--- src/sv/tcw_addr_unit.sv ---
// ----------------------------------------------------------------------------
// tcw_addr_unit
// Shared address unit: maps a logical row and column onto the cell memory,
// rotating the row by the scroll base.
// ----------------------------------------------------------------------------
module tcw_addr_unit #(
  parameter int COLUMNS = 80,
  parameter int ROWS    = 25,
  parameter int CW      = 7,
  parameter int RW      = 5,
  parameter int AW      = 11
) (
  input  logic [RW-1:0] row,
  input  logic [CW-1:0] col,
  input  logic [RW-1:0] base,
  output logic [AW-1:0] addr
);

  localparam logic [RW:0]   ROWS_E = (RW+1)'(ROWS);
  localparam logic [AW-1:0] COLS_A = AW'(COLUMNS);

  logic [RW:0]   row_sum;
  logic [RW:0]   phys_row;

  // logical row plus base, wrapped once
  assign row_sum  = {1'b0, row} + {1'b0, base};
  assign phys_row = (row_sum >= ROWS_E) ? (row_sum - ROWS_E) : row_sum;
  assign addr     = AW'(phys_row) * COLS_A + AW'(col);

endmodule

--- config.mk ---
export PLATFORM = sky130hd
export DESIGN_NAME = tcw_addr_unit
export DESIGN_NICKNAME = d
export VERILOG_FILES = /design/src/sv/tcw_addr_unit.sv
export SDC_FILE = /design/constraint.sdc
export NUM_CORES = 1
export LEC_CHECK = 0
export ABC_AREA = 1
export BUFFER_PORTS_ARGS = -buffer_cell sky130_fd_sc_hd__buf_4
export CAP_MARGIN = 40
export CORE_ASPECT_RATIO = 1.1
export CORE_UTILIZATION = 39
export DETAILED_ROUTE_END_ITERATION = 8
export GPL_ROUTABILITY_DRIVEN = 0
export PLACE_DENSITY = 0.66
export SETUP_SLACK_MARGIN = 0.4
export SLEW_MARGIN = 20
export SYNTH_ARGS = -nofsm -noshare
export SYNTH_HDL_FRONTEND = slang
export SYNTH_SLANG_ARGS = --single-unit
--- constraint.sdc ---
create_clock -name vclk -period 8.2
set_clock_uncertainty 0.15 [all_clocks]
set_input_delay 1.23 -clock vclk [all_inputs]
set_output_delay 1.23 -clock vclk [all_outputs]
set_load 0.005 [all_outputs]
* After elaboration in Yosys (flattened, before gate mapping)
Cells that the tools add are included.
** Storage, ports and cells
- Register bits after elaboration :: 0
- Output and inout port bits :: 11
- Word-level logic and storage cells :: 6
- Memory bits (read-only) :: 0
- RAM bits :: 0
- Bits in latches :: 0
- Memories :: 0
- Input bits :: 17
** Operators by class
- Bitwise logic cells :: 0
- Reduce and logical (&&, ||, !) cells :: 0
- Order comparisons :: 1
- $add $sub $neg :: 3
- Div/mod/pow operators :: 0
- Eq/ne operators :: 0
- Multiplexer cells :: 1
- Multipliers :: 1
- Shift operators :: 0
** Operator list (number)
- adder 11 x 7 -> 11 bit :: 1
- multiplier 6 x 3 -> 7 bit (second input constant) :: 1
- adder 5 x 5 -> 6 bit :: 1
- >= comparator 6 x 5 -> 1 bit (second input constant) :: 1
- two-way mux 6 bit :: 1
- subtractor 6 x 5 -> 6 bit (second input constant) :: 1

* Logic depth before layout (Yosys ltp)
- Depth after elaboration :: 5
- Depth in mapped cells :: 22
- Mapped depth without buffers :: 22

* Worst setup path after synthesis
OpenSTA, ideal clock, no wires.
- Path kind :: input port to output port
- Start :: in row[0]
- End :: out addr[10]
- Stages on the path :: 18
- Path slack :: 2.643 ns
- Path buffers :: 0
- Arrival time :: 4.177 ns
- Cell sequence :: ha_1 > fa_1 > inv_1 > ha_1 > nand3b_1 > nand3_2 > nand2_4 > nand2_1 > xor2_1 > inv_1 > ha_1 > ha_1 > fa_1 > nand2_1 > nor2_1 > inv_1 > nand3_1 > nand2_1
** On the way
- Cells in the longest elaborated chain, start to end :: 5
- Elaborated cells between the ends (all ways) :: 6
** Ends and longest elaborated chain
- start, declared :: line 13 : input logic [RW-1:0] row,
- adder 5 x 5 -> 6 bit * :: line 26 : assign row_sum = {1'b0, row} + {1'b0, base};
- subtractor 6 x 5 -> 6 bit or >= comparator 6 x 5 -> 1 bit (tied branches) :: line 27 : assign phys_row = (row_sum >= ROWS_E) ? (row_sum - ROWS_E) : row_sum;
- two-way mux 6 bit * :: line 27
- multiplier 6 x 3 -> 7 bit * :: line 28 : assign addr = AW'(phys_row) * COLS_A + AW'(col);
- adder 11 x 7 -> 11 bit * :: line 28
- end, declared :: line 16 : output logic [AW-1:0] addr
Every way passes the cells marked *; elsewhere a longest branch is shown, timed or not.

* Final worst setup path
Same ends and word-level chain as after synthesis.

==> results.yml <==
yosys:
  synth_fp_nets: 147
  synth_top_area_cell: "sky130_fd_sc_hd__ha_1"
  yosys.cell_types.count: 17
  ranking_of_synthesized_cells_by_area: "sky130_fd_sc_hd__ha_1 28%, sky130_fd_sc_hd__nand3_1 11%, sky130_fd_sc_hd__nand2_1 10%"
  synth_area_um2: 757
  ys_warn_count: 0
  ys_seq_area_share_pct: 0
  synth.top_cell.area_share_pct: 28.1
  syn-mean-instance-area_um2: 6.88
  syn-instance-count: 110
sta:
  worst-slew-pin-transition_ns: 0.358
  relSlewSlack_pct: 76.0
  final-max-slew-violation-count: 0
  finalWorstSetupSlack_ns: 2.25
  fmaxAchievable_mhz: 168
  whs_ns: 2.31
  fin_setup_tns_ns: 0
  setup_viol: 0
  post_route_minimum_period_ns: 5.95
  report.final.hold_viol_count: 0
  final_min_period_over_clock_period_pct: 72.6
  rsz0062_at_grt: "no"
finish:
  instances_no_fill: 144
  final_nets: 165
  final_layout_size_suffix_gt1_share_pct: 22.2
  layout.cells.most_common: "sky130_fd_sc_hd__nand2_1"
  fin_util_pct: 49.9
  storage_element_area_um2: 0
  design.seq.count: 0
  n_clock_buffer: 0
  syn_to_layout_area_delta_pct: 18.8
  multi_input_area_um2: 659
  final_cell_mix: "21 x sky130_fd_sc_hd__nand2_1, 20 x sky130_fd_sc_hd__buf_4, 18 x sky130_fd_sc_hd__inv_1, 17 x sky130_fd_sc_hd__ha_1, 16 x sky130_fd_sc_hd__nand3_1"
  final_area_um2: 900
  n_fill_cell: 189
  diodes: 0
die:
  chipWidth_um: 44.0
  ios: 28
  starting_density_of_the_core_pct: 42.0
  row_count: 16
  placeableCoreArea_um2: 1800
  dieArea_um2: 2120
  die_height_um: 48.2
clocking:
  ctsHoldBuffers: 0
  cts_setup_buffers: 0
  cts_repair_resize_count: 0
power:
  share_comb_of_total_power_pct: 100.0
  sw_frac_of_total_pct: 48.4
  power.total_mw: 0.241
  p_int_mw: 0.124
  powerDensity_nw_per_um2: 268
  net_switching_power_figure_mw: 0.117
  power.ir.vdd_worst_mv: 0.144
  power.share.clock_pct: 0
  leakagePower_nw: 0.507
  power_frac_seq_pct: 0
detailed_routing:
  routed_via_density: 4.86
  vias: 700
  met2RoutedLength_um: 675
  final_antenna_net_count: 0
  routed_wirelength_um: 1250
  met1Wirelength_um: 543
  routed-wl-met3_um: 33
  drc_violation_total_after_the_first_tritonroute_iteration: 2
  drt-pass1-iter-count: 6
  post_drt_wl_per_cell_um: 8.69
  top_layer: "met3"
  drc: 0
global_route:
  gr-usage-all-layers_pct: 14.2
  grt_pass1_wl_um: 2440
  globalRouteOverflowTotal: 0
  grt_pass1_vias: 650
  grt_antenna_before_repair: 0
  grt_max_degree: 7
worst_hold_path:
  min_path_cells: 0
  worst_hold_startpoint: "col[2]"
  worst_min_path_class: "input pin to output port"
  worstHoldEndpoint: "addr[2]"
worst_setup_path:
  start_kind: "input pin"
  critical-path-top-cell-by-count: "sky130_fd_sc_hd__ha_1"
  endpoint_kind: "output port"
  critPathMaxFanout: 6
  critPathSlowestCell: "sky130_fd_sc_hd__fa_1"
  crit_path_cell_trace: "buf_4, ha_1, fa_1, inv_1, ha_1, nand3b_1, nand3_2, nand2_4, o21ai_1, inv_1, ha_1, ha_1, fa_1, nand2_1, nor2_1, inv_1, nand3_1, nand2_1, buf_4"
  critical_path_arrival_ns: 4.57
  crit_path_start: "row[0]"
  data_required_time_of_the_worst_path_ns: 6.82
  critPathKind: "input pin to output port"
  cp_slowest_stage_delay_ns: 0.54
placement:
  port_buffers: 20
  numPlacedInstances: 144
  postPlaceCellArea_um2: 900
  post-dp-hpwl_um: 1220
  dpl_worst_slack_ns: 2.22
run:
  max-cap-violations: 0
outcome:
  status: "completed"
==> cell families after synthesis <==
logic type | count (synthesis) | synth area share, %
simple gates | 50 | 34.2
buf+inv | 22 | 12.9
fa+ha+maj | 20 | 36.0
xor+xnor | 10 | 11.6
compound gates | 8 | 5.29
==> power by group through the flow <==
stage               clock network (mW)  logic (mW)  registers (mW)
floorplan                            0       0.159               0
global placement                     0       0.242               0
detailed placement                   0       0.245               0
CTS                                  0       0.246               0
global route                         0       0.280               0
finish                               0       0.241               0
==> cell type report <==
cell class                 instances  area share, %
tap                               18           2.50
inverter                          18           7.51
multi-input combinational         88           73.3
timing repair buffer              20           16.7
==> cells in the mapped netlist (all sizes together) <==
cell and instances:
nand2 26, nand3 19, inv 18, ha 17, xor2 6, a21oi 5, buf 4, xnor2 4
fa 3, o21ai 3, nand3b 2, nor2 2, and2 1
==> how the worst max path moves through the flow <==
| stage | endpoint | depth (start not counted) |
|---|---|---|
| after floorplan | addr[10] | 18 |
| after global placement | addr[10] | 19 |
| after detailed placement | addr[10] | 20 |
| after CTS | addr[10] | 20 |
| after global routing | addr[10] | 19 |
| final | addr[10] | 19 |
==> routing by layer <==
layer	up-vias	track usage, %
met5	-	0
met4	0	0
met3	0	0.370
met2	17	30.3
met1	293	16.7
li1	390	-
==> critical path: cells and delay by family <==
family | cells | cell delay (ns)
and+or+nand+nor | 7 | 0.68
adders and majority gates | 6 | 1.96
buffers and inverters | 5 | 0.45
AOI/OAI and AO/OA | 1 | 0.22
No activity file was read; power rests on OpenSTA's default activity.
